[config.mk]
export PLATFORM = sky130hd
export DESIGN_NAME = alc_front
export DESIGN_NICKNAME = d
export VERILOG_FILES = /design/src/sv/alc_pkg.sv /design/src/sv/alc_front.sv
export SDC_FILE = /design/constraint.sdc
export NUM_CORES = 1
export LEC_CHECK = 0
export BUFFER_PORTS_ARGS = -buffer_cell sky130_fd_sc_hd__buf_2
export CAP_MARGIN = 20
export CORE_UTILIZATION = 31
export CTS_BUF_LIST = sky130_fd_sc_hd__clkbuf_2 sky130_fd_sc_hd__clkbuf_4 sky130_fd_sc_hd__clkbuf_8
export CTS_CLUSTER_SIZE = 14
export DETAILED_ROUTE_END_ITERATION = 7
export SKIP_CTS_REPAIR_TIMING = 1
export SYNTH_ARGS = -nofsm -noshare
export SYNTH_HDL_FRONTEND = slang
export SYNTH_SLANG_ARGS = --single-unit
export TNS_END_PERCENT = 20
[constraint.sdc]
create_clock -name clk -period 13.1 [get_ports clk]
set_input_delay 0.655 -clock clk [delete_from_list [all_inputs] [get_ports clk]]
set_output_delay 0.655 -clock clk [all_outputs]
set_load 0.005 [all_outputs]
[src/sv/alc_pkg.sv]
// ----------------------------------------------------------------------------
// alc_pkg
// Shared types, widths and coefficient tables for the lux calculation.
// ----------------------------------------------------------------------------
package alc_pkg;

  localparam int CNT_W   = 16;
  localparam int SCALE_W = 19;
  localparam int CH_W    = 25;
  localparam int DIVN_W  = 35;
  localparam int Q_W     = 12;
  localparam int CF_W    = 10;
  localparam int PROD_W  = 35;
  localparam int LUX_W   = 21;
  localparam int CAL_W   = 22;
  localparam int X_W     = 29;
  localparam int NBRK    = 7;

  localparam int DIV_STEPS = Q_W;

  // floor(x/200) = floor(floor(x/8) * ceil(2^31/25) / 2^31) for x below 2^29
  localparam int CAL_RECIP_W = 27;
  localparam int CAL_SHIFT   = 31;
  localparam int CALP_W      = X_W - 3 + CAL_RECIP_W;

  localparam int QDEPTH = 4;
  localparam int QPTR_W = 2;

  localparam logic [1:0] REG_LOW_GAIN = 2'd0;
  localparam logic [1:0] REG_INT_MODE = 2'd1;
  localparam logic [1:0] REG_PACKAGE  = 2'd2;

  localparam logic [1:0] INT_13MS  = 2'd0;
  localparam logic [1:0] INT_101MS = 2'd1;

  localparam logic [SCALE_W-1:0] SCALE_13MS  = 19'h07517;
  localparam logic [SCALE_W-1:0] SCALE_101MS = 19'h00FE7;
  localparam logic [SCALE_W-1:0] SCALE_UNITY = 19'h00400;

  localparam logic [8:0]  CAL_MUL = 9'd229;
  localparam logic [13:0] CAL_ADD = 14'd9214;
  localparam logic [CAL_RECIP_W-1:0] CAL_RECIP = 27'd85899346;
  localparam logic [13:0] LUX_HALF = 14'd8192;

  localparam logic [Q_W-1:0] BRK_T [NBRK] = '{12'h040, 12'h080, 12'h0C0, 12'h100,
                                              12'h138, 12'h19A, 12'h29A};
  localparam logic [Q_W-1:0] BRK_C [NBRK] = '{12'h043, 12'h085, 12'h0C8, 12'h10A,
                                              12'h14D, 12'h19A, 12'h29A};
  localparam logic [CF_W-1:0] B_T [NBRK] = '{10'h1F2, 10'h214, 10'h23F, 10'h270,
                                             10'h16F, 10'h0D2, 10'h018};
  localparam logic [CF_W-1:0] B_C [NBRK] = '{10'h204, 10'h228, 10'h253, 10'h282,
                                             10'h177, 10'h101, 10'h037};
  localparam logic [CF_W-1:0] M_T [NBRK] = '{10'h1BE, 10'h2D1, 10'h37B, 10'h3FE,
                                             10'h1FC, 10'h0FB, 10'h012};
  localparam logic [CF_W-1:0] M_C [NBRK] = '{10'h1AD, 10'h2C1, 10'h363, 10'h3DF,
                                             10'h1DD, 10'h127, 10'h02B};

  typedef struct packed {
    logic [CH_W-1:0] ch0;
    logic [CH_W-1:0] ch1;
    logic            pk;
    logic            zero;
    logic            sat;
  } item_t;

  typedef struct packed {
    logic [CF_W-1:0] b;
    logic [CF_W-1:0] m;
  } coef_t;

  // first breakpoint at or above the ratio; zeros past the last one
  function automatic coef_t coef_sel(input logic pk, input logic [Q_W-1:0] ratio);
    coef_t c;
    logic  hit;
    c   = '0;
    hit = 1'b0;
    for (int i = 0; i < NBRK; i++) begin
      if (!hit && ratio <= (pk ? BRK_C[i] : BRK_T[i])) begin
        hit = 1'b1;
        c.b = pk ? B_C[i] : B_T[i];
        c.m = pk ? M_C[i] : M_T[i];
      end
    end
    return c;
  endfunction

endpackage

[src/sv/alc_front.sv]
// ----------------------------------------------------------------------------
// alc_front
// Config registers, count scaling and ratio-range classification.
// ----------------------------------------------------------------------------
module alc_front (
  input  logic                        clk,
  input  logic                        rst,
  input  logic                        cfg_valid,
  input  logic [1:0]                  cfg_index,
  input  logic [1:0]                  cfg_data,
  input  logic                        in_valid,
  output logic                        in_stall,
  input  logic [alc_pkg::CNT_W-1:0]   broadband_count,
  input  logic [alc_pkg::CNT_W-1:0]   infrared_count,
  input  logic                        q_full,
  output logic                        push,
  output alc_pkg::item_t              push_item
);
  import alc_pkg::*;

  logic               low_gain;
  logic [1:0]         integration_mode;
  logic               package_type;
  logic               fv;
  logic [CH_W-1:0]    ch0;
  logic [CH_W-1:0]    ch1;
  logic               pk;
  logic [SCALE_W-1:0] scale_base;
  logic [SCALE_W-1:0] scale;
  logic [DIVN_W-1:0]  p0;
  logic [DIVN_W-1:0]  p1;
  logic               load;

  always_ff @(posedge clk) begin
    if (rst) begin
      low_gain         <= 1'b1;
      integration_mode <= INT_13MS;
      package_type     <= 1'b0;
    end else if (cfg_valid) begin
      unique case (cfg_index)
        REG_LOW_GAIN: low_gain         <= cfg_data[0];
        REG_INT_MODE: integration_mode <= cfg_data;
        REG_PACKAGE:  package_type     <= cfg_data[0];
        default: ;
      endcase
    end
  end

  always_comb begin
    unique case (integration_mode)
      INT_13MS:  scale_base = SCALE_13MS;
      INT_101MS: scale_base = SCALE_101MS;
      default:   scale_base = SCALE_UNITY;
    endcase
    scale = low_gain ? {scale_base[SCALE_W-5:0], 4'b0} : scale_base;
  end

  assign p0 = DIVN_W'(broadband_count) * DIVN_W'(scale);
  assign p1 = DIVN_W'(infrared_count) * DIVN_W'(scale);

  assign push     = fv && !q_full;
  assign in_stall = fv && q_full;
  assign load     = in_valid && !in_stall;

  always_ff @(posedge clk) begin
    if (rst) begin
      fv <= 1'b0;
    end else if (load) begin
      fv <= 1'b1;
    end else if (push) begin
      fv <= 1'b0;
    end
  end

  always_ff @(posedge clk) begin
    if (load) begin
      ch0 <= p0[DIVN_W-1:10];
      ch1 <= p1[DIVN_W-1:10];
      pk  <= package_type;
    end
  end

  // sat: ch1 >= 4*ch0, quotient would not fit the divider
  always_comb begin
    push_item.ch0  = ch0;
    push_item.ch1  = ch1;
    push_item.pk   = pk;
    push_item.zero = (ch0 == '0);
    push_item.sat  = ({2'b00, ch1} >= {ch0, 2'b00});
  end

endmodule

==> key figures <==
Worst setup path
  – Crit-path max cell delay: ~0.80 ns
  – CP Capture Type: flip-flop
  – Worst EP required: roughly 13 ns
  – Critical path's slowest cell: dfxtp_1
  – Worst EP arrival: 7.82 ns
  – Max FO, Critical Path: 43
  – Worst Setup Path Type: flip-flop to flip-flop
  – CP cell instances: nor2b_4, buf_4, and2_1, nand2_1, fa_1, fa_1, inv_1, fa_1, fa_1, fa_1, inv_1, fa_1, inv_1, ha_1, a21o_1, a21o_1, a21oi_1, nand2_1, a31o_2, a21oi_1, nor4_1, a2111oi_0, xnor2_1
  – Critical path launch point type: flip-flop
  – Critical Path Most Common Cell: fa_1

Synthesis
  – Number of flops mapped to enable cells by yosys: 51
  – Netlist cell types: 60
  – Post-Syn Nets: 2919
  – Main synth FF type: edfxtp_1
  – Mapped Cells: ~2200
  – #FFs+latches synth: 56
  – Syn_area_per_cell: 9.36 um2
  – Synth warn: 0
  – Post-synthesis instance area: 20300 um2
  – Fraction of registers with async set/reset: 0
  – Seq/Total Area, Yosys: 0.0802

Finish
  – Synth-to-Final Area Change: 7.41%
  – Commonest non-fill, non-tap cell in the layout: inv_1
  – Commonest non-fill, non-tap cells in the layout: inv_1 (613), fa_1 (438), ha_1 (267)
  – Final #Nets: 2962
  – Layout cell share with drive strength beyond 1: 0.0613

STA
  – Fin worst setup slack: 5.39 ns
  – Fin crit period: 7.71 ns
  – RSZ-0062 raised after global routing: no
  – Worst rel slew slack: 0.397
  – Upper clock frequency limit: 0.130 GHz
  – Fin. max-slew vios: 0
  – Number of hold violations in the final report: 0
  – Max Clock Skew: 0.0154 ns
  – Setup TNS: 0 ns
  – Slew @ Worst Pin: 0.902 ns
  – Setup-failing EPs final: 0
  – Final period utilization: 0.589

Die
  – Die width: 258 um
  – Total core area: 64700 um2
  – Die area: around 67000 um2
  – Die Y: 258 um
  – # IOs: 96
  – # rows: 93
  – Initial Util: 0.315

Clock network
  – CTS Buffer Depth: 2
  – CTS Root Cell: clkbuf_8
  – CTS H-tree lvls: 2
  – CTS sink count: 56
  – Worst-path clk slew: 0.13 ns
  – Clock Latency Late Sink: 0.35 ns
  – TritonCTS buffer count: 5
  – CTS tree: yes

Drt
  – Total Wirelength: 52800 um
  – Initial DRC count: 721
  – DR vias/cell: 4.61
  – Vias post-DR: 14200
  – First-pass iteration count of the detailed router: 4
  – Residual DRC: 0
  – Avg WL per Cell: 17.2 um
  – Number of routed nets with antenna violations: 0

Global route
  – Initial antenna violation count: 6
  – Total GRT Usage: 0.167
  – Number of global-route vias before repair: about 15000
  – Global route total overflow: 0
  – Largest net degree at the start of global routing: 53
  – First-pass GRT wire length: approximately 86000 um

Outcome
  – Status: finished, final reports clean

Place
  – Port bufs: 95
  – Placer congestion estimate: 0.882
  – Place WS: 5.34 ns
  – HPWL Detailed: 45300 um

Min path
  – Min-Delay Path Class: input pin to flip-flop

Job
  – Max Cap Viol: 0
-- logic make-up after synthesis --
family          synth area share
buf+inv                    0.127
mux                      0.00197
compound gates            0.0486
xor+xnor                  0.0232
fa+ha+maj                  0.595
flops                     0.0802
simple gates               0.124
-- synthesized netlist by cell type, drive strengths merged (2+ instances only) --
master | count | area share
and3 | 44 | 0.014
and2 | 110 | 0.034
o21bai | 4 | 0.0015
nor4 | 8 | 0.0025
nand4 | 16 | 0.0049
o31ai | 5 | 0.0018
nand2b | 8 | 0.0025
dfxtp | 5 | 0.0049
o22ai | 3 | 0.0012
mux2i | 4 | 0.0020
a21oi | 47 | 0.012
a31oi | 7 | 0.0029
o21ai | 25 | 0.0061
edfxtp | 51 | 0.075
ha | 267 | 0.16
inv | 613 | 0.11
o21ba | 3 | 0.0015
nor2 | 54 | 0.010
nand3b | 2 | 0.00074
nand2 | 237 | 0.044
a21o | 28 | 0.010
buf | 3 | 0.00080
nor3 | 14 | 0.0037
a2111oi | 4 | 0.0023
nor2b | 13 | 0.0040
nand3 | 11 | 0.0027
clkbuf | 68 | 0.013
fa | 438 | 0.43
o21a | 5 | 0.0018
xnor2 | 39 | 0.017
xor2 | 15 | 0.0065
-- registers in the layout, summed over array words and instances (netlist names) --
name              cells
fv                    1
integration_mode      2
package_type          1
ch0                  25
pk                    1
ch1                  25
low_gain              1
-- worst paths after layout --
path | startpoint | to | slack [ns] | cells after the start
setup / recovery | integration_mode[0]$_SDFFE_PP0P_ | ch0[21]$_DFFE_PP_ | 5.39 | 23
hold / removal | in_valid | fv$_SDFFE_PP0P_ | 0.54 | 3
setup reg to reg | integration_mode[0]$_SDFFE_PP0P_ | ch0[21]$_DFFE_PP_ | 5.39 | 23
hold reg to reg | package_type$_SDFFE_PP0P_ | pk$_DFFE_PP_ | 0.57 | 0
-- final cells by class --
type	instances	area (um2)
inverters	614	2300
clock inverters	3	28.8
clock buffers	5	68.8
diodes	2	5.00
repair buffers	107	566
well taps	855	1070
multi-input cells	1432	16200
fillers	6792	42800
flip-flops and latches	56	1630
-- worst max-delay path, delay by kind of cell (launching register included) --
kind | cells | cell delay [ns]
XOR/XNOR | 1 | 0.11
adder cells (fa/ha/maj) | 7 | 3.42
flip-flops | 1 | 0.80
AO/OA/AOI/OAI | 6 | 1.46
AND/OR/NAND/NOR | 5 | 1.08
buffers and inverters | 4 | 0.60
-- layer usage --
layer,vias to the layer above,part of all wire,GRT usage
met5,-,0.0010,0
met4,10,0.018,0.0312
met3,55,0.068,0.0313
met2,415,0.44,0.256
met1,7086,0.47,0.244
li1,6593,-,-
-- through the flow --
stage / instances / cell area, um2 / hold slack (ns) / utilization
3_3_place_gp: 3064 / 21800 / 0.550 / 0.336
6_report: 3074 / 21900 / 0.536 / 0.338
2_1_floorplan: 2173 / 20300 / 0.408 / -
3_5_place_dp: 3064 / 21800 / 0.551 / 0.336
5_1_grt: 3072 / 21900 / 0.558 / 0.338
4_1_cts: 3072 / 21900 / 0.525 / 0.338
Power is not shown: default switching activity piles up to over one toggle a cycle in this logic, so the estimate is an artifact.
