<file path="config.mk">
export PLATFORM = sky130hd
export DESIGN_NAME = alc_back
export DESIGN_NICKNAME = d
export VERILOG_FILES = /design/src/sv/alc_pkg.sv /design/src/sv/alc_back.sv
export SDC_FILE = /design/constraint.sdc
export NUM_CORES = 2
export LEC_CHECK = 0
export BUFFER_PORTS_ARGS = -buffer_cell sky130_fd_sc_hd__buf_4
export CAP_MARGIN = 40
export CORE_MARGIN = 2
export CORE_UTILIZATION = 65
export DETAILED_ROUTE_END_ITERATION = 12
export GPL_TIMING_DRIVEN = 0
export PLACE_DENSITY_LB_ADDON = 0.1
export SLEW_MARGIN = 20
export SYNTH_ARGS = -nofsm -noshare
export SYNTH_HDL_FRONTEND = slang
export SYNTH_SLANG_ARGS = --single-unit
</file>
<file path="constraint.sdc">
create_clock -name clk -period 109.1 [get_ports clk]
set_clock_uncertainty 0.2 [all_clocks]
set_input_delay 0 -clock clk [delete_from_list [all_inputs] [get_ports clk]]
set_output_delay 0 -clock clk [all_outputs]
set_load 0.02 [all_outputs]
</file>
<file path="src/sv/alc_pkg.sv">
// ----------------------------------------------------------------------------
// alc_pkg
// Shared types, widths and coefficient tables for the lux calculation.
// ----------------------------------------------------------------------------
package alc_pkg;

  localparam int CNT_W   = 16;
  localparam int SCALE_W = 19;
  localparam int CH_W    = 25;
  localparam int DIVN_W  = 35;
  localparam int Q_W     = 12;
  localparam int CF_W    = 10;
  localparam int PROD_W  = 35;
  localparam int LUX_W   = 21;
  localparam int CAL_W   = 22;
  localparam int X_W     = 29;
  localparam int NBRK    = 7;

  localparam int DIV_STEPS = Q_W;

  // floor(x/200) = floor(floor(x/8) * ceil(2^31/25) / 2^31) for x below 2^29
  localparam int CAL_RECIP_W = 27;
  localparam int CAL_SHIFT   = 31;
  localparam int CALP_W      = X_W - 3 + CAL_RECIP_W;

  localparam int QDEPTH = 4;
  localparam int QPTR_W = 2;

  localparam logic [1:0] REG_LOW_GAIN = 2'd0;
  localparam logic [1:0] REG_INT_MODE = 2'd1;
  localparam logic [1:0] REG_PACKAGE  = 2'd2;

  localparam logic [1:0] INT_13MS  = 2'd0;
  localparam logic [1:0] INT_101MS = 2'd1;

  localparam logic [SCALE_W-1:0] SCALE_13MS  = 19'h07517;
  localparam logic [SCALE_W-1:0] SCALE_101MS = 19'h00FE7;
  localparam logic [SCALE_W-1:0] SCALE_UNITY = 19'h00400;

  localparam logic [8:0]  CAL_MUL = 9'd229;
  localparam logic [13:0] CAL_ADD = 14'd9214;
  localparam logic [CAL_RECIP_W-1:0] CAL_RECIP = 27'd85899346;
  localparam logic [13:0] LUX_HALF = 14'd8192;

  localparam logic [Q_W-1:0] BRK_T [NBRK] = '{12'h040, 12'h080, 12'h0C0, 12'h100,
                                              12'h138, 12'h19A, 12'h29A};
  localparam logic [Q_W-1:0] BRK_C [NBRK] = '{12'h043, 12'h085, 12'h0C8, 12'h10A,
                                              12'h14D, 12'h19A, 12'h29A};
  localparam logic [CF_W-1:0] B_T [NBRK] = '{10'h1F2, 10'h214, 10'h23F, 10'h270,
                                             10'h16F, 10'h0D2, 10'h018};
  localparam logic [CF_W-1:0] B_C [NBRK] = '{10'h204, 10'h228, 10'h253, 10'h282,
                                             10'h177, 10'h101, 10'h037};
  localparam logic [CF_W-1:0] M_T [NBRK] = '{10'h1BE, 10'h2D1, 10'h37B, 10'h3FE,
                                             10'h1FC, 10'h0FB, 10'h012};
  localparam logic [CF_W-1:0] M_C [NBRK] = '{10'h1AD, 10'h2C1, 10'h363, 10'h3DF,
                                             10'h1DD, 10'h127, 10'h02B};

  typedef struct packed {
    logic [CH_W-1:0] ch0;
    logic [CH_W-1:0] ch1;
    logic            pk;
    logic            zero;
    logic            sat;
  } item_t;

  typedef struct packed {
    logic [CF_W-1:0] b;
    logic [CF_W-1:0] m;
  } coef_t;

  // first breakpoint at or above the ratio; zeros past the last one
  function automatic coef_t coef_sel(input logic pk, input logic [Q_W-1:0] ratio);
    coef_t c;
    logic  hit;
    c   = '0;
    hit = 1'b0;
    for (int i = 0; i < NBRK; i++) begin
      if (!hit && ratio <= (pk ? BRK_C[i] : BRK_T[i])) begin
        hit = 1'b1;
        c.b = pk ? B_C[i] : B_T[i];
        c.m = pk ? M_C[i] : M_T[i];
      end
    end
    return c;
  endfunction

endpackage

</file>
<file path="src/sv/alc_back.sv">
// ----------------------------------------------------------------------------
// alc_back
// Ratio divider, coefficient pick, lux and calibrated lux pipeline.
// ----------------------------------------------------------------------------
module alc_back (
  input  logic                        clk,
  input  logic                        rst,
  input  logic                        empty,
  input  alc_pkg::item_t              head,
  output logic                        pop,
  output logic                        out_valid,
  input  logic                        out_stall,
  output logic [alc_pkg::LUX_W-1:0]   lux_value,
  output logic [alc_pkg::CAL_W-1:0]   calibrated_lux
);
  import alc_pkg::*;

  localparam int NS = DIV_STEPS + 5;

  typedef struct packed {
    logic [DIVN_W-1:0] r;
    logic [Q_W-1:0]    q;
    logic [CH_W-1:0]   d;
    logic [CH_W-1:0]   c1;
    logic              pk;
    logic              zero;
    logic              sat;
  } dv_t;

  logic [NS-1:0]     vld;
  logic              en;
  dv_t               dv [DIV_STEPS];
  logic [CH_W-1:0]   cf_ch0;
  logic [CH_W-1:0]   cf_ch1;
  coef_t             cf;
  logic [PROD_W-1:0] pr0;
  logic [PROD_W-1:0] pr1;
  logic [LUX_W-1:0]  lx;
  logic [X_W-1:0]    mx;
  logic [LUX_W-1:0]  mx_lux;
  logic [Q_W:0]      q_inc;
  logic [Q_W-1:0]    ratio;
  logic [PROD_W-1:0] diff;
  logic [PROD_W:0]   rsum;
  logic [CALP_W-1:0] cprod;
  logic [CAL_W-1:0]  cal_q;
  logic [LUX_W-1:0]  cal_lux;

  assign en  = !(vld[NS-1] && out_stall);
  assign pop = en && !empty;

  always_ff @(posedge clk) begin
    if (rst) begin
      vld <= '0;
    end else if (en) begin
      vld <= {vld[NS-2:0], pop};
    end
  end

  // one quotient bit per stage, MSB first
  for (genvar g = 0; g < DIV_STEPS; g++) begin : g_div
    dv_t             src;
    dv_t             nxt;
    logic [DIVN_W+1:0] trial;
    if (g == 0) begin : g_first
      always_comb begin
        src      = '0;
        src.r    = {head.ch1, 10'b0};
        src.d    = head.ch0;
        src.c1   = head.ch1;
        src.pk   = head.pk;
        src.zero = head.zero;
        src.sat  = head.sat;
      end
    end else begin : g_rest
      assign src = dv[g-1];
    end
    assign trial = (DIVN_W+2)'(src.d) << (DIV_STEPS-1-g);
    always_comb begin
      nxt = src;
      if ((DIVN_W+2)'(src.r) >= trial) begin
        nxt.r = DIVN_W'((DIVN_W+2)'(src.r) - trial);
        nxt.q[DIV_STEPS-1-g] = 1'b1;
      end
    end
    always_ff @(posedge clk) begin
      if (en) dv[g] <= nxt;
    end
  end

  always_comb begin
    q_inc = (Q_W+1)'(dv[DIV_STEPS-1].q) + 1'b1;
    if (dv[DIV_STEPS-1].zero)     ratio = '0;
    else if (dv[DIV_STEPS-1].sat) ratio = '1;
    else                          ratio = q_inc[Q_W:1];
  end

  always_comb begin
    diff = (pr0 > pr1) ? (pr0 - pr1) : '0;
    rsum = (PROD_W+1)'(diff) + (PROD_W+1)'(LUX_HALF);
  end

  // divide by 200 as a shift by 3 and a reciprocal multiply for 25
  assign cprod = CALP_W'(mx[X_W-1:3]) * CALP_W'(CAL_RECIP);

  always_ff @(posedge clk) begin
    if (en) begin
      cf_ch0  <= dv[DIV_STEPS-1].d;
      cf_ch1  <= dv[DIV_STEPS-1].c1;
      cf      <= coef_sel(dv[DIV_STEPS-1].pk, ratio);
      pr0     <= PROD_W'(cf_ch0) * PROD_W'(cf.b);
      pr1     <= PROD_W'(cf_ch1) * PROD_W'(cf.m);
      lx      <= rsum[14 +: LUX_W];
      mx      <= X_W'(lx) * X_W'(CAL_MUL) + X_W'(CAL_ADD);
      mx_lux  <= lx;
      cal_q   <= cprod[CAL_SHIFT +: CAL_W];
      cal_lux <= mx_lux;
    end
  end

  assign out_valid      = vld[NS-1];
  assign lux_value      = cal_lux;
  assign calibrated_lux = (cal_lux == '0) ? '0 : cal_q;

  a_hold_on_stall: assert property (@(posedge clk) disable iff (rst)
    (out_valid && out_stall) |=> (out_valid && $stable(lux_value)))
    else $error("result lost under stall");
  a_pop_only_when_moving: assert property (@(posedge clk) disable iff (rst)
    pop |-> en)
    else $error("pop while pipeline held");
  a_zero_cal: assert property (@(posedge clk) disable iff (rst)
    (out_valid && lux_value == '0) |-> (calibrated_lux == '0))
    else $error("calibrated lux nonzero for zero lux");

endmodule

</file>
==> impl_metrics.csv <==
group,metric,value,unit
setup_path,endpoint_kind,"flip-flop",
final_layout,drive_above_1_share,5.76,%
sta,hold_violations,0,
setup_path,crit_fanout,9,
routing,routed_via_density,5.75,
global_routing,grt_pass1_vias,61600,
run,drv_cap,0,
sta,fin_ws,100.69,ns
cts,clock_sinks,1301,
sta,slew-limit-headroom,34.3,%
synth,ys_ff_latch,1301,
global_routing,grt_use_total,31.9,%
synth,synth_area,90700,sq um
cts,cts_resized,0,
routing,drt_iter0_markers,4209,
synth,async_reset_ff_share,0,%
final_layout,finalInstanceArea,100000,sq um
place,placed_cell_area,94500,sq um
synth,synth_top_area_share,42.5,%
routing,final_antenna_net_count,0,
floorplanning,initial_utilization,65.2,%
synth,yosys.area.top_type,"edfxtp_1",
final_layout,syn_to_final_growth,10.6,%
cts,cts_max_level,4,
synth,synth-main-ff-cell,"edfxtp_1",
sta,finalSetupTns,0,ns
floorplanning,die_area,142000,sq um
routing,drc,0,
synth,synth_cell_types,91,
synth,syn_nets,9550,
cts,cts_setup_buffers,0,
setup_path,start_kind,"flip-flop",
synth,netlist_instances,7967,
global_routing,antenna_found_initial,3,
sta,layout_min_cycle_time,8.41,ns
setup_path,required,109.40,ns
global_routing,grt_start_max_net_pins,63,
sta,worst_pin_slew,0.977,ns
cts,cts.clk_slew.worst_paths,0.06,ns
setup_path,critPathKind,"reg -> reg",
sta,slew_violations,0,
synth,synth-seq-area-share,42.9,%
cts,clockRootBuffer,"clkbuf_16",
sta,rsz0062_at_grt,"no",
cts,clk_latency,0.80,ns
floorplanning,die_x,377,um
floorplanning,fp-row-count,137,
place,gp_congestion,0.956,
global_routing,grt_pass1_wl,346000,um
cts,tritoncts,"built",
place,dp_hpwl,167000,um
floorplanning,pin_count,102,
place,dpl_worst_slack,100.91,ns
routing,wl_per_cell,21.2,um
run_status,status,"completed",
routing,drt_wl_total,219000,um
min_path,min_path_type,"in -> reg",
sta,finalCritPeriodShare,7.71,%
cts,clockBufferDepth,3,
synth,synth_edf_count,1284,
sta,setup_viol,0,
cts,cts_made_buffers,139,
setup_path,arrival,8.72,ns
final_layout,final_nets,9945,
synth,synth_most_common_cell,"inv_1",
floorplanning,floorplan.core_area,139000,sq um
routing,dr.pass1.iters,6,
sta,max_clock_freq,119,MHz
floorplanning,die_h,377,um
place,io_buffers,100,
routing,vias,59500,
synth,syn_area_per_cell,11.4,sq um
synth,synth_common_cells,"inv_1 (1332), edfxtp_1 (1284), ha_1 (858), fa_1 (668), nand2_1 (561)",
synth,synth_area_leaders,"edfxtp_1 (43%), fa_1 (15%), ha_1 (12%), inv_1 (5.5%), xnor2_1 (2.6%)",
synth,yosysWarnings,0,
global_routing,grt-ovfl-total,0,
metrics by stage:
step / std cells / hold slack, ns / util [%]
after floorplan: 7967 / -0.113 / -
after global routing: 10400 / 0.0593 / 72.1
after CTS: 10300 / 0.0377 / 72.1
final: 10400 / 0.129 / 72.1
after detailed placement: 9980 / -0.0136 / 68.0
after global placement: 9943 / -0.0198 / 67.4
path summary, 6_finish.rpt:
| path | start | end | slack (ns) | depth (start not counted) |
|---|---|---|---|---|
| worst max-delay path | mx[11]$_DFFE_PN_ | cal_q[21]$_DFFE_PN_ | 100.69 | 25 |
| worst min-delay path | head[5] | dv[0][77]$_DFFE_PN_ | 0.13 | 4 |
| worst max register to register | mx[11]$_DFFE_PN_ | cal_q[21]$_DFFE_PN_ | 100.69 | 25 |
| worst min register to register | dv[2][331]$_DFFE_PN_ | cf_ch0[3]$_DFFE_PN_ | 0.19 | 0 |
logic make-up after synthesis:
family	share of synthesized area, %
adder cells (fa/ha/maj)	26.6
flip-flops	42.9
AO/OA/AOI/OAI	9.09
multiplexers	1.31
AND/OR/NAND/NOR	9.85
XOR/XNOR	3.99
buffers and inverters	6.25
flip-flops by register name, summed over array words and instances, names as in the netlist:
signal	cells
cal_q	22
cf	20
cf_ch0	25
cf_ch1	25
dv	1033
lux_value	21
lx	21
mx	27
mx_lux	20
pr0	35
pr1	35
vld	17
repair_timing:
| action | in CTS | in global routing |
|---|---|---|
| hold buffers | 116 | 0 |
| endpoints found under the setup margin | 0 | 0 |
| endpoints found under the hold margin | 95 | 0 |
metal layers:
| layer | GRT usage, % | share of wire [%] | vias up |
|---|---|---|---|
| met5 | 0 | 0 | - |
| met4 | 18.1 | 6.3 | 0 |
| met2 | 52.3 | 48 | 1817 |
| li1 | - | - | 28000 |
| met1 | 40.1 | 40 | 29200 |
| met3 | 6.00 | 5.9 | 503 |
critical path, stage by stage (launching register included):
cell       delay, ns
edfxtp_1        0.72
ha_1            0.66
inv_1           0.11
fa_1            0.55
inv_1           0.05
fa_1            0.50
inv_1           0.05
fa_1            0.49
inv_1           0.08
fa_1            0.52
fa_1            0.56
inv_1           0.06
fa_1            0.52
inv_1           0.04
ha_1            0.30
o2111ai_1       0.20
nor2_1          0.20
nand2b_1        0.13
a211oi_1        0.42
nor3_2          0.19
a211oi_1        0.64
o41ai_4         0.20
o211ai_1        0.28
a31oi_1         0.18
o21bai_1        0.18
xnor2_1         0.07
cells in the final DEF, fill, tap and decap left out, types with 46 or more instances in the layout:
cell type,instances
a21o_1,201
nor2b_1,88
o21ai_0,264
nand4_1,57
mux2_2,91
a21oi_1,418
ha_1,858
and2_1,269
nor2_1,403
and3_1,46
nand2_1,561
fa_1,668
xnor2_1,274
clkbuf_1,172
dlygate4sd3_1,116
xor2_1,139
clkbuf_16,139
o21a_1,50
inv_1,1332
nand2b_1,74
buf_4,108
edfxtp_1,1284
nor3_1,102
nand3_1,80
cell type report:
cell class | count | area [sq um]
Clock buffer | 170 | 3590
Buffer | 171 | 673
Tap cell | 1876 | 2350
Clock inverter | 83 | 992
Inverter | 1332 | 5000
Timing Repair Buffer | 254 | 2630
Sequential cell | 1301 | 38900
Multi-Input combinational cell | 5163 | 46100
Fill cell | 9697 | 38800
Antenna cell | 6 | 15.0
Power is not shown: default switching activity piles up to over one toggle a cycle in this logic, so the estimate is an artifact.
