### src/sv/alc_pkg.sv
// ----------------------------------------------------------------------------
// alc_pkg
// Shared types, widths and coefficient tables for the lux calculation.
// ----------------------------------------------------------------------------
package alc_pkg;

  localparam int CNT_W   = 16;
  localparam int SCALE_W = 19;
  localparam int CH_W    = 25;
  localparam int DIVN_W  = 35;
  localparam int Q_W     = 12;
  localparam int CF_W    = 10;
  localparam int PROD_W  = 35;
  localparam int LUX_W   = 21;
  localparam int CAL_W   = 22;
  localparam int X_W     = 29;
  localparam int NBRK    = 7;

  localparam int DIV_STEPS = Q_W;

  // floor(x/200) = floor(floor(x/8) * ceil(2^31/25) / 2^31) for x below 2^29
  localparam int CAL_RECIP_W = 27;
  localparam int CAL_SHIFT   = 31;
  localparam int CALP_W      = X_W - 3 + CAL_RECIP_W;

  localparam int QDEPTH = 4;
  localparam int QPTR_W = 2;

  localparam logic [1:0] REG_LOW_GAIN = 2'd0;
  localparam logic [1:0] REG_INT_MODE = 2'd1;
  localparam logic [1:0] REG_PACKAGE  = 2'd2;

  localparam logic [1:0] INT_13MS  = 2'd0;
  localparam logic [1:0] INT_101MS = 2'd1;

  localparam logic [SCALE_W-1:0] SCALE_13MS  = 19'h07517;
  localparam logic [SCALE_W-1:0] SCALE_101MS = 19'h00FE7;
  localparam logic [SCALE_W-1:0] SCALE_UNITY = 19'h00400;

  localparam logic [8:0]  CAL_MUL = 9'd229;
  localparam logic [13:0] CAL_ADD = 14'd9214;
  localparam logic [CAL_RECIP_W-1:0] CAL_RECIP = 27'd85899346;
  localparam logic [13:0] LUX_HALF = 14'd8192;

  localparam logic [Q_W-1:0] BRK_T [NBRK] = '{12'h040, 12'h080, 12'h0C0, 12'h100,
                                              12'h138, 12'h19A, 12'h29A};
  localparam logic [Q_W-1:0] BRK_C [NBRK] = '{12'h043, 12'h085, 12'h0C8, 12'h10A,
                                              12'h14D, 12'h19A, 12'h29A};
  localparam logic [CF_W-1:0] B_T [NBRK] = '{10'h1F2, 10'h214, 10'h23F, 10'h270,
                                             10'h16F, 10'h0D2, 10'h018};
  localparam logic [CF_W-1:0] B_C [NBRK] = '{10'h204, 10'h228, 10'h253, 10'h282,
                                             10'h177, 10'h101, 10'h037};
  localparam logic [CF_W-1:0] M_T [NBRK] = '{10'h1BE, 10'h2D1, 10'h37B, 10'h3FE,
                                             10'h1FC, 10'h0FB, 10'h012};
  localparam logic [CF_W-1:0] M_C [NBRK] = '{10'h1AD, 10'h2C1, 10'h363, 10'h3DF,
                                             10'h1DD, 10'h127, 10'h02B};

  typedef struct packed {
    logic [CH_W-1:0] ch0;
    logic [CH_W-1:0] ch1;
    logic            pk;
    logic            zero;
    logic            sat;
  } item_t;

  typedef struct packed {
    logic [CF_W-1:0] b;
    logic [CF_W-1:0] m;
  } coef_t;

  // first breakpoint at or above the ratio; zeros past the last one
  function automatic coef_t coef_sel(input logic pk, input logic [Q_W-1:0] ratio);
    coef_t c;
    logic  hit;
    c   = '0;
    hit = 1'b0;
    for (int i = 0; i < NBRK; i++) begin
      if (!hit && ratio <= (pk ? BRK_C[i] : BRK_T[i])) begin
        hit = 1'b1;
        c.b = pk ? B_C[i] : B_T[i];
        c.m = pk ? M_C[i] : M_T[i];
      end
    end
    return c;
  endfunction

endpackage

### src/sv/alc_queue.sv
// ----------------------------------------------------------------------------
// alc_queue
// Small register queue between front and back.
// ----------------------------------------------------------------------------
module alc_queue (
  input  logic           clk,
  input  logic           rst,
  input  logic           push,
  input  alc_pkg::item_t push_item,
  output logic           full,
  input  logic           pop,
  output logic           empty,
  output alc_pkg::item_t head
);
  import alc_pkg::*;

  item_t             mem [QDEPTH];
  logic [QPTR_W-1:0] wr;
  logic [QPTR_W-1:0] rd;
  logic [QPTR_W:0]   count;

  assign full  = (count == (QPTR_W+1)'(QDEPTH));
  assign empty = (count == '0);
  assign head  = mem[rd];

  always_ff @(posedge clk) begin
    if (rst) begin
      wr    <= '0;
      rd    <= '0;
      count <= '0;
    end else begin
      if (push) wr <= wr + 1'b1;
      if (pop)  rd <= rd + 1'b1;
      if (push && !pop)      count <= count + 1'b1;
      else if (pop && !push) count <= count - 1'b1;
    end
  end

  always_ff @(posedge clk) begin
    if (push) mem[wr] <= push_item;
  end

  a_no_overflow: assert property (@(posedge clk) disable iff (rst) push |-> !full)
    else $error("queue push while full");
  a_no_underflow: assert property (@(posedge clk) disable iff (rst) pop |-> !empty)
    else $error("queue pop while empty");
  a_count_range: assert property (@(posedge clk) disable iff (rst)
    count <= (QPTR_W+1)'(QDEPTH))
    else $error("queue count out of range");

endmodule

### config.mk
export PLATFORM = sky130hd
export DESIGN_NAME = alc_queue
export DESIGN_NICKNAME = d
export VERILOG_FILES = /design/src/sv/alc_pkg.sv /design/src/sv/alc_queue.sv
export SDC_FILE = /design/constraint.sdc
export NUM_CORES = 1
export LEC_CHECK = 0
export BUFFER_PORTS_ARGS = -buffer_cell sky130_fd_sc_hd__buf_2
export CORE_UTILIZATION = 51
export DETAILED_ROUTE_END_ITERATION = 6
export PLACE_DENSITY = 0.85
export SETUP_SLACK_MARGIN = 0.4
export SLEW_MARGIN = 20
export SYNTH_ARGS = -nofsm -noshare
export SYNTH_HDL_FRONTEND = slang
export SYNTH_SLANG_ARGS = --single-unit
### constraint.sdc
create_clock -name clk -period 2.5 [get_ports clk]
set_clock_uncertainty 0.1 [all_clocks]
set_input_delay 0 -clock clk [delete_from_list [all_inputs] [get_ports clk]]
set_output_delay 0 -clock clk [all_outputs]
set_load 0.01 [all_outputs]
==> metrics.md, run 1 <==
| Metric | Value |
|---|---|
| N_diodes | 0 |
| Num rows | 45 |
| GPL Wtd Cong | 0.696 |
| RR Startpoint | wr[0]$_SDFFE_PP0P_ |
| Wire per inst | 19.6 um |
| Max-Cap Viols | 0 |
| GRT Total Usage | 0.182 |
| Overflow after GRT | 0 |
| Setup_tns | 0 ns |
| Vias per cell | 5.23 |
| Pwr dens | 829 nW/um^2 |
| HP Start | push_item[12] |
| Lkg Pwr | 3.59 nW |
| Final Hold Viols | 0 |
| CTS Sinks | 221 |
| Worst min-delay path category | primary input to flip-flop |
| Avg Inst Size Synth | 25.4 sq um |
| Vias in the first global route | 4179 |
| First DRT Iteration DRCs | 236 |
| Inserted Clock Buffers | 23 |
| Initial antenna violation count | 1 |
| Fin. max-slew vios | 0 |
| Detail Placement HPWL | 8.10 mm |
| Unrepaired setup endpoints after global routing | no |
| Clock Tree Root | clkbuf_16 |
| CTS H-tree lvls | 1 |
| Largest cells by area after synthesis | edfxtp_1 78%, mux4_2 14%, dfxtp_1 2.2% |
| Worst skew pair latency | 0.49 ns |
| Placed cells | 639 |
| Final wirelength | 14.5 mm |
| DRC Markers | 0 |
| DR vias | 3872 |
| Status | completed |
| Hold_ws | 0.154 ns |
| Minimum clock period after layout | 1.99 ns |
| First-pass GRT wire length | 22.1 mm |
| Critical Path Source Type | flip-flop |
| Core area | 15400 sq um |
| Part of the cycle the worst path needs | 0.797 |
| R2R Setup Slk | 0.82 ns |
| Worst Path Max Fanout | 11 |
| Reg2reg end | mem[1][32]$_DFFE_PP_ |
| Register area share after synthesis | 0.804 |
| Final #Nets | 577 |
| CTS tree | yes |
| Max VDD drop | 0.673 mV |
| Final design utilization | 0.673 |
| Gate Count Post-Synth | 321 |
| CP required | 2.40 ns |
| Worst Hold Depth | 2 |
| CP arrival | 1.89 ns |
| Post-synthesis cell type count | 22 |
| Slew of the pin with the lowest slew margin | 0.338 ns |
| Pin count of the biggest net entering global routing | 54 |
| Final antenna-violating net count | 0 |
| Final Non-Filler Cells | 741 |
| Syn Std Cell Area | 8140 sq um |
| Post-synth net total | 384 |
| CP cell instances | buf_12 > mux4_1 > buf_2 |
| Endpoints failing setup | 0 |
| Longest Clk Path Bufs | 3 |
| Initial Util | 0.530 |
| FMAX | 0.502 GHz |
| Die Wd | 128 um |
| Die ar. | 16500 sq um |
| Hold EP | mem[3][12]$_DFFE_PP_ |
| Yosys top cell area share | 0.782 |
| I/O pin total | 112 |
| Leading area contributor after synthesis | edfxtp_1 |
| #FFs+latches synth | 221 |
| Worst R2R Path Depth | 3 |
| Worst Setup End Kind | output pin |
| DRT Pass-1 Iters | 4 |
| Crit-path max cell delay | 0.60 ns |
| Die height | 128 um |
| Slew HR | 0.775 |
| PortBufs | 111 |
| Crit path max-delay cell type | mux4_1 |
| Kind of critical path | flip-flop to output pin |
| Area growth, synth to finish | 27.1% |
| Layout cells sized above 1 | 0.398 |
| Worst-path clk slew | 0.06 ns |
| Yosys warnings | 0 |
==> flip-flops by register name, indices dropped and copies added, names as in the netlist, named ones only <==
| signal | flops |
|---|---|
| mem | 212 |
| count | 3 |
| rd | 2 |
| wr | 2 |
==> cells by family (layout without fill, tap and decap cells) <==
kind of cell               after synthesis  after routing  share of synthesized area
xor gates and xnor gates                 5              5                    0.00538
buffers and inverters                   17            226                     0.0195
AOI/OAI and AO/OA                        2              2                    0.00123
adders and majority gates                6              6                     0.0101
muxes                                   55             55                      0.150
DFF                                    221            221                      0.804
and+or+nand+nor                         15             15                    0.00907
==> through the flow <==
step	area [sq um]	worst slack [ns]	power (mW)
floorplan	8150	0.753	4.87
global placement	8970	0.726	5.15
detailed placement	8970	0.711	5.19
CTS	10300	0.463	8.64
global route	10300	0.420	8.87
finish	10300	0.508	8.58
==> cell usage in the layout, fill, tap and decap left out, types with 5 or more instances in the layout <==
cell,count
clkbuf_16,24
nor2_1,7
ha_1,5
edfxtp_1,212
buf_4,5
mux4_2,50
dfxtp_1,7
buf_2,111
buf_12,6
clkinv_1,8
dlygate4sd3_1,57
==> critical path: cells and delay by family (launching register included) <==
kind     cells  cell delay [ns]
buf+inv      2             0.35
mux          1             0.60
flops        1             0.44
==> timing repair <==
item                                    4_1_cts  5_1_grt
buffers inserted                              3        0
gates cloned                                  0        1
endpoints found under the setup margin       50        1
hold endpoints to repair                    221        0
hold buffers                                 57        0
resized for setup                             2        0
==> synth_stat cells <==
library cell	n
or3_1	1
ha_1	5
edfxtp_1	212
buf_12	5
dfxtp_1	9
fa_1	1
nor3b_1	1
clkbuf_1	2
buf_6	1
nand2_1	1
nor2_1	7
mux4_2	50
a21oi_1	1
xnor2_1	2
mux2i_1	2
xor2_1	3
o21ai_0	1
mux4_1	3
and2_1	4
nor3_1	1
buf_2	5
inv_1	4
==> final cells by class <==
type	count	area [sq um]
Tap cell	211	264
Fill cell	974	5020
Clock buffer	25	583
Sequential cell	221	6550
Inverter	4	15.0
Clock inverter	16	174
Timing Repair Buffer	181	1320
Multi-Input combinational cell	83	1440
==> power breakdown <==
group	total, mW	switching (mW)	internal, mW
clock	3.40	1.31	2.09
combinational	0.867	0.419	0.448
sequential	4.32	0.0682	4.25
==> worst max-delay path by stage <==
stage	slack, ns	to
after floorplan	0.75	mem[2][0]$_DFFE_PP_
after global routing	0.42	head[22]
after CTS	0.46	head[25]
after global placement	0.73	head[38]
final	0.51	head[39]
after detailed placement	0.71	head[35]
==> metal layers <==
metal | vias to the layer above | part of all wire | GRT usage
met5 | - | 0.00076 | 0
met4 | 2 | 0.024 | 0.0519
met3 | 29 | 0.047 | 0.0395
met2 | 113 | 0.51 | 0.323
met1 | 1977 | 0.42 | 0.227
li1 | 1751 | - | -
(Power assumes the default switching activity.)
==> inputs of run 2 (changes only) <==
Settings changed: PLACE_DENSITY 0.85 to 0.82.
Clock period 2.5 ns to 1.9 ns, I/O delays scaled along.
==> run 2 against run 1 <==
The run now ends with negative hold slack, negative setup slack left. Non-clock buffer count is 25 higher. Clock-buffer cell count is 2 higher. Utilization is 4.2 points higher. Critical endpoint is now head[8].
==> metrics.md, run 2 (synthesized netlist as in run 1, its figures left out) <==
| Metric | Value |
|---|---|
| Failing checks | negative hold slack, negative setup slack |
| Initial Util | 0.530 (unchanged) |
| First DRT Iteration DRCs | 264 (+12%) |
| Unrepaired setup endpoints after global routing | yes |
| Hold EP | count[2]$_SDFFE_PP0P_ |
| Lkg Pwr | 3.86 nW (+7.6%) |
| Longest Clk Path Bufs | 3 (unchanged) |
| Wire per inst | 20.1 um (+2.5%) |
| CTS H-tree lvls | 1 (unchanged) |
| Commonest cells after routing, fill and taps aside | 212 x edfxtp_1, 71 x buf_2, 56 x dlygate4sd3_1 |
| Met2 Use GR | 0.346 (+0.0226) |
| Initial antenna violation count | 0 (-1) |
| Worst Path Max Fanout | 5 (-6) |
| Worst-path clk slew | 0.06 ns (about the same) |
| DRT Pass-1 Iters | 4 (unchanged) |
| Status | complete, but fails checks |
| Area of the multi-input gates | 1450 sq um (+0.35%) |
| Num rows | 45 (unchanged) |
| Final design utilization | 0.715 (+0.0415) |
| Hold_ws | -0.0439 ns (-0.198 ns) |
| Endpoints failing setup | 33 (+33) |
| Top flop regs | mem: 212 flops, count: 3 flops |
| DRC Markers | 0 (unchanged) |
| Die ar. | 16500 sq um (unchanged) |
| Final #Nets | 600 (+4.0%) |
| Pre-CTS setup slack | 0.315 ns (-0.396 ns) |
| Slew of the pin with the lowest slew margin | 0.295 ns (-0.0433 ns) |
| Max-Cap Viols | 0 (unchanged) |
| Overall power | 11.5 mW (+34%) |
| Worst Hold Depth | 5 (+3) |
| Gr busiest metal | met2 |
| CP arrival | 1.88 ns (about the same) |
| DP Area | 9080 sq um (+1.2%) |
| Met1 Use GR | 0.247 (+0.0206) |
| I/O pin total | 112 (unchanged) |
| Switching share of total power | 0.204 (-0.00555) |
| Pin count of the biggest net entering global routing | 35 (-35%) |
| Overflow after GRT | 0 (unchanged) |
| Placed cells | 644 (+0.78%) |
| Core area | 15400 sq um (unchanged) |
| Final antenna-violating net count | 0 (unchanged) |
| P_int | 9.19 mW (+35%) |
| Layout cells sized above 1 | 0.443 (+0.0447) |
| P_sw | 2.36 mW (+31%) |
| RR Startpoint | count[1]$_SDFFE_PP0P_ |
| Detail Placement HPWL | 8.61 mm (+6.2%) |
| Kind of critical path | flip-flop to output pin |
| GRT Total Usage | 0.193 (+0.0113) |
| HP Start | pop |
| Final Hold Viols | 1 (+1) |
| Sequential share of power | 0.491 (-0.012) |
| Setup WS post-layout | -0.0806 ns (-0.589 ns) |
| N_diodes | 0 (unchanged) |
| Final Non-Filler Cells | 762 (+2.8%) |
| Vias per cell | 5.25 (+0.46%) |
| Most common cell after layout, fill and taps aside | edfxtp_1 |
| Part of the cycle the worst path needs | 1.04 |
| Inserted Clock Buffers | 21 (-8.7%) |
| Most flops, register | mem |
| Slew HR | 0.803 (+0.0288) |
| Worst R2R Path Depth | 4 (+1) |
| GPL Wtd Cong | 0.686 (-1.4%) |
| Final wirelength | 15.3 mm (+5.4%) |
| Max VDD drop | 0.847 mV (+26%) |
| FMAX | 0.505 GHz |
| Fin. max-slew vios | 0 (unchanged) |
| Clock Tree Root | clkbuf_16 |
| Worst min-delay path category | primary input to flip-flop |
| Critical Path Source Type | flip-flop |
| Final instance area | 11000 sq um (+6.2%) |
| CP required | 1.80 ns (-0.60 ns) |
| Reg2reg end | count[2]$_SDFFE_PP0P_ |
| DR vias | 4000 (+3.3%) |
| Filler cell count | 909 (-6.7%) |
| GR Layer Usage met3 | 0.0308 (-0.00873) |
| R2R Setup Slk | 0.36 ns (-0.46 ns) |
| Die height | 128 um (unchanged) |
| Minimum clock period after layout | 1.98 ns |
| Max reg flops | 212 (unchanged) |
| CTS Hold Bufs | 57 (unchanged) |
| CTS tree | yes |
| Area growth, synth to finish | 35.0% |
| PortBufs | 111 (unchanged) |
| Clock share of power | 0.377 (-0.019) |
| Worst Setup End Kind | output pin |
| Worst skew pair latency | 0.48 ns (about the same) |
| Pwr dens | 1050 nW/um^2 (+27%) |
| Comb power frac | 0.133 (+0.032) |
| First-pass GRT wire length | 23.5 mm (+6.3%) |
| Vias in the first global route | 4363 (+4.4%) |
| Total area of sequential cells | 6560 sq um (about the same) |
| CTS Sinks | 221 (unchanged) |
| Die Wd | 128 um (unchanged) |
-- run 2: area by class of cell --
class                   instances  share of cell area
clock buffers                  27              0.0535
flip-flops and latches        221               0.597
clock inverters                10              0.0132
multi-input cells              83               0.132
inverters                       4             0.00137
repair buffers                206               0.179
well taps                     211              0.0240
-- run 2: per-stage QoR --
step	TNS (ns)	hold WS [ns]
final	-1.24	-0.0439
after global routing	-3.81	-0.0156
after CTS	-1.74	-0.0667
after detailed placement	0	0.118
after global placement	0	0.111
after floorplan	0	-0.00113
-- run 2: timing repair --
action | CTS | global route
resized for setup | 49 | 16
gates cloned | 4 | 1
setup buffers | 19 | 0
hold endpoints to repair | 222 | 1
pin swaps | 4 | 1
setup endpoints to repair | 197 | 57
-- run 2: worst max-delay path by stage --
stage | cells after the start | from | to | slack (ns)
2_1_floorplan | 3 | wr[0]$_SDFFE_PP0P_ | mem[2][0]$_DFFE_PP_ | 0.42
3_3_place_gp | 3 | flip-flop | head[39] | 0.38
3_5_place_dp | 7 | push | count[2]$_SDFFE_PP0P_ | 0.31
4_1_cts | 5 | flip-flop | head[13] | -0.07
5_1_grt | 5 | flip-flop | head[1] | -0.13
6_report | 5 | flip-flop | head[8] | -0.08
-- run 2: per-layer routing --
metal,vias up,wire length (um)
li1,1797,-
met2,121,8140
met5,-,0
met4,0,277
met3,23,702
met1,2059,6190
-- run 2: worst max-delay path, stage by stage, from the launching register on --
cell,delay (ns)
dfxtp_4,0.38
buf_6,0.12
buf_12,0.12
clkbuf_16,0.14
mux4_2,0.48
buf_2,0.15
-- run 2: power groups by stage --
stage | Combinational [mW] | Clock (mW) | Sequential, mW
floorplan | 0.672 | 0 | 5.74
global placement | 1.06 | 0 | 5.75
detailed placement | 1.09 | 0 | 5.77
CTS | 1.48 | 4.44 | 5.66
global route | 1.63 | 4.63 | 5.68
finish | 1.53 | 4.35 | 5.66
